### src/rtl/core/sma_pkg.sv
// Shared types and constants for the seven-channel moving average.
package sma_pkg;

  localparam int NumChan = 7;
  localparam int DataW   = 16;
  localparam int HeldW   = 5;
  localparam int ChanW   = 3;

  // Channel order inside a sample vector
  localparam logic [ChanW-1:0] CH_ACCEL_X = 3'd0;
  localparam logic [ChanW-1:0] CH_ACCEL_Y = 3'd1;
  localparam logic [ChanW-1:0] CH_ACCEL_Z = 3'd2;
  localparam logic [ChanW-1:0] CH_RATE_X  = 3'd3;
  localparam logic [ChanW-1:0] CH_RATE_Y  = 3'd4;
  localparam logic [ChanW-1:0] CH_RATE_Z  = 3'd5;
  localparam logic [ChanW-1:0] CH_TEMP    = 3'd6;

  // One sample of all channels
  typedef logic [NumChan-1:0][DataW-1:0] sample_t;

  // Queue head as seen by the back end
  typedef struct packed {
    logic    valid;
    sample_t data;
  } q_head_t;

endpackage

### src/rtl/core/sma_front.sv
// Front end: accepts sample items into a two-entry queue.
module sma_front (
  input  logic             clk_i,
  input  logic             rst_ni,
  input  logic             in_valid_i,
  output logic             in_ready_o,
  input  sma_pkg::sample_t in_data_i,
  output sma_pkg::q_head_t head_o,
  input  logic             pop_i
);
  import sma_pkg::*;

  sample_t    entry_q [2];
  logic       wr_ptr_q, wr_ptr_d;
  logic       rd_ptr_q, rd_ptr_d;
  logic [1:0] cnt_q, cnt_d;
  logic       push, pop;

  assign in_ready_o = (cnt_q != 2'd2);
  assign push       = in_valid_i && in_ready_o;
  assign pop        = pop_i && (cnt_q != 2'd0);

  // Pointer and occupancy update
  always_comb begin
    wr_ptr_d = push ? ~wr_ptr_q : wr_ptr_q;
    rd_ptr_d = pop ? ~rd_ptr_q : rd_ptr_q;
    cnt_d    = cnt_q;
    if (push && !pop) begin
      cnt_d = cnt_q + 2'd1;
    end else if (pop && !push) begin
      cnt_d = cnt_q - 2'd1;
    end
  end

  always_ff @(posedge clk_i or negedge rst_ni) begin
    if (!rst_ni) begin
      wr_ptr_q <= 1'b0;
      rd_ptr_q <= 1'b0;
      cnt_q    <= 2'd0;
    end else begin
      wr_ptr_q <= wr_ptr_d;
      rd_ptr_q <= rd_ptr_d;
      cnt_q    <= cnt_d;
    end
  end

  // Queue storage, payload only
  always_ff @(posedge clk_i) begin
    if (push) begin
      entry_q[wr_ptr_q] <= in_data_i;
    end
  end

  assign head_o.valid = (cnt_q != 2'd0);
  assign head_o.data  = entry_q[rd_ptr_q];

endmodule

### src/rtl/core/sma_div.sv
// Serial restoring divider: signed sum by unsigned count, one bit per cycle.
module sma_div #(
  parameter int SumW = 21,
  parameter int CntW = 5
) (
  input  logic                   clk_i,
  input  logic                   rst_ni,
  input  logic                   start_i,
  input  logic signed [SumW-1:0] dividend_i,
  input  logic [CntW-1:0]        divisor_i,
  output logic                   done_o,
  output logic [sma_pkg::DataW-1:0] quot_o
);
  import sma_pkg::*;

  localparam int StepW = $clog2(SumW + 1);

  logic             busy_q, busy_d;
  logic             done_q, done_d;
  logic [StepW-1:0] step_q, step_d;
  logic             neg_q, neg_d;
  logic [SumW-1:0]  quo_q, quo_d;
  logic [CntW-1:0]  rem_q, rem_d;
  logic [CntW:0]    rem_sh, rem_diff;
  logic             ge;
  logic [SumW-1:0]  quo_signed;

  // One restoring step
  assign rem_sh   = {rem_q, quo_q[SumW-1]};
  assign rem_diff = rem_sh - {1'b0, divisor_i};
  assign ge       = (rem_sh >= {1'b0, divisor_i});

  always_comb begin
    busy_d = busy_q;
    done_d = 1'b0;
    step_d = step_q;
    neg_d  = neg_q;
    quo_d  = quo_q;
    rem_d  = rem_q;
    if (start_i) begin
      busy_d = 1'b1;
      step_d = StepW'(SumW);
      neg_d  = dividend_i[SumW-1];
      quo_d  = dividend_i[SumW-1] ? SumW'(-dividend_i) : SumW'(dividend_i);
      rem_d  = '0;
    end else if (busy_q) begin
      quo_d  = {quo_q[SumW-2:0], ge};
      rem_d  = ge ? rem_diff[CntW-1:0] : rem_sh[CntW-1:0];
      step_d = step_q - StepW'(1);
      if (step_q == StepW'(1)) begin
        busy_d = 1'b0;
        done_d = 1'b1;
      end
    end
  end

  always_ff @(posedge clk_i or negedge rst_ni) begin
    if (!rst_ni) begin
      busy_q <= 1'b0;
      done_q <= 1'b0;
      step_q <= '0;
    end else begin
      busy_q <= busy_d;
      done_q <= done_d;
      step_q <= step_d;
    end
  end

  always_ff @(posedge clk_i) begin
    neg_q <= neg_d;
    quo_q <= quo_d;
    rem_q <= rem_d;
  end

  // Restore sign, truncate toward zero is implicit in magnitude division
  assign quo_signed = neg_q ? (~quo_q + SumW'(1)) : quo_q;
  assign quot_o     = quo_signed[DataW-1:0];
  assign done_o     = done_q;

endmodule

### src/rtl/core/sma_back.sv
// Back end: window store, running sums, serial averaging and result register.
module sma_back #(
  parameter int WINDOW_DEPTH = 16
) (
  input  logic             clk_i,
  input  logic             rst_ni,
  input  sma_pkg::q_head_t head_i,
  output logic             pop_o,
  output logic             out_valid_o,
  input  logic             out_ready_i,
  output sma_pkg::sample_t avg_o,
  output logic [sma_pkg::HeldW-1:0] held_o
);
  import sma_pkg::*;

  localparam int CntW  = $clog2(WINDOW_DEPTH + 1);
  localparam int SlotW = (WINDOW_DEPTH > 1) ? $clog2(WINDOW_DEPTH) : 1;
  localparam int SumW  = 17 + $clog2(WINDOW_DEPTH);
  localparam logic [CntW-1:0]  DepthCnt = CntW'(WINDOW_DEPTH);
  localparam logic [SlotW-1:0] LastSlot = SlotW'(WINDOW_DEPTH - 1);

  localparam logic [2:0] S_IDLE   = 3'd0;
  localparam logic [2:0] S_READ   = 3'd1;
  localparam logic [2:0] S_UPDATE = 3'd2;
  localparam logic [2:0] S_START  = 3'd3;
  localparam logic [2:0] S_WAIT   = 3'd4;
  localparam logic [2:0] S_OUT    = 3'd5;

  logic [2:0]             state_q, state_d;
  logic [SlotW-1:0]       slot_q, slot_d;
  logic [CntW-1:0]        fill_q, fill_d;
  logic [ChanW-1:0]       chan_q, chan_d;
  logic signed [SumW-1:0] sums_q [NumChan];
  logic signed [SumW-1:0] sums_d [NumChan];
  sample_t                new_q;
  sample_t                old_q;
  sample_t                avg_q;
  sample_t                window_mem [WINDOW_DEPTH];
  logic                   full;
  logic                   div_start, div_done;
  logic [DataW-1:0]       div_quot;
  logic [CntW+HeldW-1:0]  held_ext;

  assign full = (fill_q == DepthCnt);

  // Sequencer
  always_comb begin
    state_d   = state_q;
    slot_d    = slot_q;
    fill_d    = fill_q;
    chan_d    = chan_q;
    pop_o     = 1'b0;
    div_start = 1'b0;
    case (state_q)
      S_IDLE: begin
        if (head_i.valid) begin
          pop_o   = 1'b1;
          state_d = S_READ;
        end
      end
      S_READ: begin
        state_d = S_UPDATE;
      end
      S_UPDATE: begin
        if (!full) begin
          fill_d = fill_q + CntW'(1);
        end
        slot_d  = (slot_q == LastSlot) ? '0 : slot_q + SlotW'(1);
        chan_d  = CH_ACCEL_X;
        state_d = S_START;
      end
      S_START: begin
        div_start = 1'b1;
        state_d   = S_WAIT;
      end
      S_WAIT: begin
        if (div_done) begin
          if (chan_q == CH_TEMP) begin
            state_d = S_OUT;
          end else begin
            chan_d  = chan_q + ChanW'(1);
            state_d = S_START;
          end
        end
      end
      S_OUT: begin
        if (out_ready_i) begin
          state_d = S_IDLE;
        end
      end
      default: begin
        state_d = S_IDLE;
      end
    endcase
  end

  // Per-channel sum update: drop the oldest entry once full, add the new one
  always_comb begin
    for (int c = 0; c < NumChan; c++) begin
      sums_d[c] = sums_q[c];
      if (state_q == S_UPDATE) begin
        sums_d[c] = sums_q[c] + SumW'($signed(new_q[c]))
                    - (full ? SumW'($signed(old_q[c])) : SumW'(0));
      end
    end
  end

  always_ff @(posedge clk_i or negedge rst_ni) begin
    if (!rst_ni) begin
      state_q <= S_IDLE;
      slot_q  <= '0;
      fill_q  <= '0;
      chan_q  <= '0;
      for (int c = 0; c < NumChan; c++) begin
        sums_q[c] <= '0;
      end
    end else begin
      state_q <= state_d;
      slot_q  <= slot_d;
      fill_q  <= fill_d;
      chan_q  <= chan_d;
      for (int c = 0; c < NumChan; c++) begin
        sums_q[c] <= sums_d[c];
      end
    end
  end

  // Sample capture, window memory and averages (payload only)
  always_ff @(posedge clk_i) begin
    if (pop_o) begin
      new_q <= head_i.data;
    end
    if (state_q == S_READ) begin
      old_q <= window_mem[slot_q];
    end
    if (state_q == S_UPDATE) begin
      window_mem[slot_q] <= new_q;
    end
    if ((state_q == S_WAIT) && div_done) begin
      avg_q[chan_q] <= div_quot;
    end
  end

  sma_div #(
    .SumW (SumW),
    .CntW (CntW)
  ) u_div (
    .clk_i      (clk_i),
    .rst_ni     (rst_ni),
    .start_i    (div_start),
    .dividend_i (sums_q[chan_q]),
    .divisor_i  (fill_q),
    .done_o     (div_done),
    .quot_o     (div_quot)
  );

  // Fill count reported in five bits
  assign held_ext    = {{HeldW{1'b0}}, fill_q};
  assign held_o      = held_ext[HeldW-1:0];
  assign avg_o       = avg_q;
  assign out_valid_o = (state_q == S_OUT);

`ifndef SYNTHESIS
  a_fill_bound: assert property (@(posedge clk_i) disable iff (!rst_ni)
    fill_q <= DepthCnt)
    else $error("fill count above window depth");

  a_slot_tracks_fill: assert property (@(posedge clk_i) disable iff (!rst_ni)
    !full |-> (CntW'(slot_q) == fill_q))
    else $error("write slot out of step with fill count while filling");

  a_done_in_wait: assert property (@(posedge clk_i) disable iff (!rst_ni)
    div_done |-> (state_q == S_WAIT))
    else $error("divider finished outside of wait state");

  a_no_zero_divide: assert property (@(posedge clk_i) disable iff (!rst_ni)
    div_start |-> (fill_q != '0))
    else $error("division started with empty window");
`endif

endmodule

### src/rtl/core/seven_channel_moving_average.sv
// Sequence: each accepted item updates the running sums, then the shared serial
//   divider averages the seven channels one after another on SUM_W-bit sums, where
//   SUM_W is 17+clog2(WINDOW_DEPTH).
// Flow: the back end takes the next item only once the result has been accepted;
//   a two-entry input queue takes new items while a result waits on the output.
// Reset: asynchronous, active low; clears sums, write slot and fill count.
module seven_channel_moving_average #(
  parameter int WINDOW_DEPTH = 16
) (
  input  logic        clk_i,
  input  logic        rst_ni,
  input  logic        in_valid_i,
  output logic        in_ready_o,
  input  logic [15:0] accel_x_in_i,
  input  logic [15:0] accel_y_in_i,
  input  logic [15:0] accel_z_in_i,
  input  logic [15:0] rate_x_in_i,
  input  logic [15:0] rate_y_in_i,
  input  logic [15:0] rate_z_in_i,
  input  logic [15:0] temperature_in_i,
  output logic        out_valid_o,
  input  logic        out_ready_i,
  output logic [15:0] accel_x_avg_o,
  output logic [15:0] accel_y_avg_o,
  output logic [15:0] accel_z_avg_o,
  output logic [15:0] rate_x_avg_o,
  output logic [15:0] rate_y_avg_o,
  output logic [15:0] rate_z_avg_o,
  output logic [15:0] temperature_avg_o,
  output logic [4:0]  samples_held_o
);
  import sma_pkg::*;

  sample_t in_sample;
  sample_t avg;
  q_head_t head;
  logic    pop;

  // Pack input channels
  always_comb begin
    in_sample             = '0;
    in_sample[CH_ACCEL_X] = accel_x_in_i;
    in_sample[CH_ACCEL_Y] = accel_y_in_i;
    in_sample[CH_ACCEL_Z] = accel_z_in_i;
    in_sample[CH_RATE_X]  = rate_x_in_i;
    in_sample[CH_RATE_Y]  = rate_y_in_i;
    in_sample[CH_RATE_Z]  = rate_z_in_i;
    in_sample[CH_TEMP]    = temperature_in_i;
  end

  sma_front u_front (
    .clk_i      (clk_i),
    .rst_ni     (rst_ni),
    .in_valid_i (in_valid_i),
    .in_ready_o (in_ready_o),
    .in_data_i  (in_sample),
    .head_o     (head),
    .pop_i      (pop)
  );

  sma_back #(
    .WINDOW_DEPTH (WINDOW_DEPTH)
  ) u_back (
    .clk_i       (clk_i),
    .rst_ni      (rst_ni),
    .head_i      (head),
    .pop_o       (pop),
    .out_valid_o (out_valid_o),
    .out_ready_i (out_ready_i),
    .avg_o       (avg),
    .held_o      (samples_held_o)
  );

  // Unpack averages
  assign accel_x_avg_o     = avg[CH_ACCEL_X];
  assign accel_y_avg_o     = avg[CH_ACCEL_Y];
  assign accel_z_avg_o     = avg[CH_ACCEL_Z];
  assign rate_x_avg_o      = avg[CH_RATE_X];
  assign rate_y_avg_o      = avg[CH_RATE_Y];
  assign rate_z_avg_o      = avg[CH_RATE_Z];
  assign temperature_avg_o = avg[CH_TEMP];

endmodule

### config.mk
export PLATFORM = sky130hd
export DESIGN_NAME = seven_channel_moving_average
export DESIGN_NICKNAME = d
export VERILOG_FILES = /design/src/rtl/core/sma_pkg.sv /design/src/rtl/core/sma_front.sv /design/src/rtl/core/sma_div.sv /design/src/rtl/core/sma_back.sv /design/src/rtl/core/seven_channel_moving_average.sv
export SDC_FILE = /design/constraint.sdc
export NUM_CORES = 2
export LEC_CHECK = 0
export ABC_AREA = 1
export BUFFER_PORTS_ARGS = -buffer_cell sky130_fd_sc_hd__buf_2
export CORE_MARGIN = 2
export CORE_UTILIZATION = 55
export DETAILED_ROUTE_END_ITERATION = 16
export MAX_ROUTING_LAYER = met4
export PLACE_DENSITY = 0.81
export SKIP_LAST_GASP = 1
export SLEW_MARGIN = 20
export SYNTH_ARGS = -nofsm -noshare
export SYNTH_HDL_FRONTEND = slang
export SYNTH_SLANG_ARGS = --single-unit
### constraint.sdc
create_clock -name clk_i -period 21.5 [get_ports clk_i]
set_input_delay 1.075 -clock clk_i [delete_from_list [all_inputs] [get_ports clk_i]]
set_output_delay 1.075 -clock clk_i [all_outputs]
set_load 0.01 [all_outputs]
==> summary.md <==
| Metric | Value |
|---|---|
| CTS root buffer | `clkbuf_16` |
| Std-Cell Rows | `163` |
| Post-synthesis sequential area ratio | `69.3%` |
| Core region area | `197000 um^2` |
| First-pass GRT wire length | `437 mm` |
| Max Slew Vio Count | `0` |
| PortBufs | `234` |
| Initial antenna violation count | `5` |
| Mean Syn Cell Area | `11.8 um^2` |
| Setup bufs post-CTS | `0` |
| Htree depth | `5` |
| Post-DP HPWL | `166 mm` |
| Critical Path RT | `22.25 ns` |
| RD Place Congestion | `0.961` |
| Setup TNS | `0 ns` |
| Crit path time final | `4.67 ns` |
| CP startpoint kind | `flop` |
| Post-cts sizing count | `0` |
| Nets | `9850` |
| 1st-iter DRT viols | `10957` |
| Worst-margin pin slew | `1.35 ns` |
| Final hold viol count | `0` |
| Buf/Inv on CP | `3` |
| Clk slew on worst S/H paths | `0.06 ns` |
| CTS Buf Count | `276` |
| CP max-delay cell | `buf_4` |
| Synthesized instance count | `9244` |
| TritonRoute pass-1 iters | `7` |
| Routed len/inst | `23.8 um` |
| DIE HEIGHT | `450 um` |
| Period utilization | `21.7%` |
| GRT overflow | `0` |
| Gr usage total | `29.3%` |
| RSZ-0062 raised after global routing | `no` |
| Outcome | `finished, final reports clean` |
| Die area | `202000 um^2` |
| EDFF count, synth | `2374` |
| Maximum capacitance violations | `0` |
| Critical Path Fanout Max | `105` |
| Chip width | `450 um` |
| Asr flop ratio synth | `6.78%` |
| Cell area after synthesis | `109000 um^2` |
| Most used cell, CP | `buf_4` |
| Max_slew headroom | `9.68%` |
| Fin util | `61.6%` |
| Starting Density | `55.4%` |
| Worst path top cell family by delay | `buffers and inverters` |
| Worst skew pair latency | `0.96 ns` |
| Critical path arrival | `5.43 ns` |
| Vias/cell | `6.04` |
| Mapped Nets | `9673` |
| Layout cells sized above 1 | `8.02%` |
| CP Capture Type | `flop` |
| Cell variety after synth | `44` |
| Final setup violating endpoints | `0` |
| Final Skew | `0.0832 ns` |
| Sink Count | `2552` |
| Vias | `73996` |
| Leak Pwr | `45.1 nW` |
| Vias in the first global route | `72844` |
| Worst hold path type | `in -> async` |
| Max incr delay on CP | `0.96 ns` |
| Setup Crit Path Kind | `reg -> reg` |
| Most common flop cell mapped by yosys | `edfxtp_1` |
| Area Growth Syn to Fin | `11.2%` |
| Achievable Freq | `214 MHz` |
| Yosys Warn Count | `0` |
| Critical path cell sequence | `buf_4 > buf_4 > buf_4 > o21ai_0 > o22ai_1 > nand2_1 > nand4_1` |
| Io pins | `235` |
| Total Routed Length | `292 mm` |
| ANT nets after route | `0` |
| Largest net degree at the start of global routing | `250` |
| Most frequent cells in the layout | `edfxtp_1 (2374), nand2_1 (1486), nor2_1 (1148), o21ai_0 (1127), inv_1 (855)` |
| CTS tree | `yes` |
| Yosys reg bits | `2552` |
| DRC viols | `0` |
| Peak supply drop | `0.129 mV` |
| Pwr/cell area | `169 nW/um^2` |
| Clk buf depth | `4` |
| Commonest non-fill, non-tap cell in the layout | `edfxtp_1` |
| Hold buffer count at cts | `0` |
## routing by layer
metal	part of all wire (%)	GRT usage (%)	wire, um
met3	11	5.10	32100
met5	0	-	0
met1	38	38.6	111000
met2	47	45.0	137000
met4	4.4	12.7	12900
## sequential cells by signal, summed over array words and instances (netlist names)
signal / count
u_back.slot_q: 4
u_back.held_o: 5
u_back.avg_o: 112
u_back.u_div.quo_q: 21
u_back.sums_q: 147
u_back.state_q: 3
u_front.cnt_q: 2
u_back.old_q: 112
u_front.rd_ptr_q: 1
u_front.wr_ptr_q: 1
u_back.u_div.step_q: 5
u_back.u_div.done_o: 1
u_back.u_div.neg_q: 1
u_back.new_q: 112
u_back.chan_q: 3
u_front.entry_q: 224
u_back.u_div.busy_q: 1
u_back.u_div.rem_q: 5
u_back.window_mem: 1792
## power breakdown
group,switching [mW],internal (mW),leakage (nW)
registers,0.821,6.91,23.8
clock network,1.87,2.58,4.04
logic,5.82,2.59,17.3
## worst reg2reg max path: cells and delay by family, from the launching register on
family / cells / cell delay (ns)
compound gates: 2 / 0.50
buf+inv: 3 / 2.92
simple gates: 2 / 0.25
flops: 1 / 0.85
## worst paths after layout
check                                            start                    end  slack, ns  cells after the start
worst max-delay path                  u_back.slot_q[0]       u_back.old_q[37]      16.83                      7
worst min-delay path                            rst_ni      u_back.sums_q[52]       0.18                      1
worst max register to register        u_back.slot_q[0]       u_back.old_q[37]      16.83                      7
worst min register to register  u_front.entry_q[0][57]       u_back.new_q[57]       0.48                      2
max in group asynchronous                       rst_ni       u_back.slot_q[0]      19.67                      2
min in group clk_i                     accel_x_in_i[1]  u_front.entry_q[1][1]       0.31                      1
## cells in the mapped netlist, types with 6 or more instances
library cell | instances | area [um^2]
edfxtp_1 | 2374 | 71300
nand2_1 | 1487 | 5580
nor2_1 | 1169 | 4390
o21ai_0 | 1127 | 5640
inv_1 | 858 | 3220
o22ai_1 | 460 | 2880
clkbuf_1 | 375 | 1410
nand3_1 | 209 | 1050
dfrtp_1 | 173 | 4330
ha_1 | 172 | 2150
nand4_1 | 159 | 995
a21oi_1 | 145 | 726
fa_1 | 141 | 2820
xor2_1 | 71 | 622
xnor2_1 | 57 | 499
nor3_1 | 45 | 225
buf_1 | 35 | 131
buf_2 | 27 | 135
a21o_1 | 23 | 173
a21boi_0 | 17 | 128
o211ai_1 | 16 | 120
nor2_2 | 13 | 81.3
a31oi_1 | 9 | 56.3
nand3b_1 | 8 | 60.1
and2_1 | 7 | 43.8
buf_6 | 7 | 78.8
nor4_1 | 6 | 37.5
o21ai_1 | 6 | 30.0
## through the flow
step	hold slack, ns	std cells	power (mW)	setup WS, ns	area, um^2
detailed placement	0.470	11781	16.0	16.94	113000
global placement	0.462	11781	15.7	16.97	113000
finish	0.181	12252	20.6	16.83	122000
global route	0.228	12252	21.8	16.63	122000
CTS	0.174	12246	20.5	16.91	121000
floorplan	0.449	9244	13.3	14.62	109000
## layout make-up
type,count,area [um^2]
inverters,869,3300
repair buffers,348,2120
flip-flops and latches,2552,75700
diodes,4,10.0
clock buffers,336,7290
multi-input cells,5374,28700
fillers,14390,75900
well taps,2640,3300
clock inverters,129,1060
## cell families after synthesis
family	after synthesis	share of synthesized area, %
compound gates	1825	9.08
xor+xnor	128	1.03
fa+ha+maj	313	4.55
buf+inv	1318	4.63
flops	2552	69.3
simple gates	3108	11.4
No activity file was read; power rests on OpenSTA's default activity.
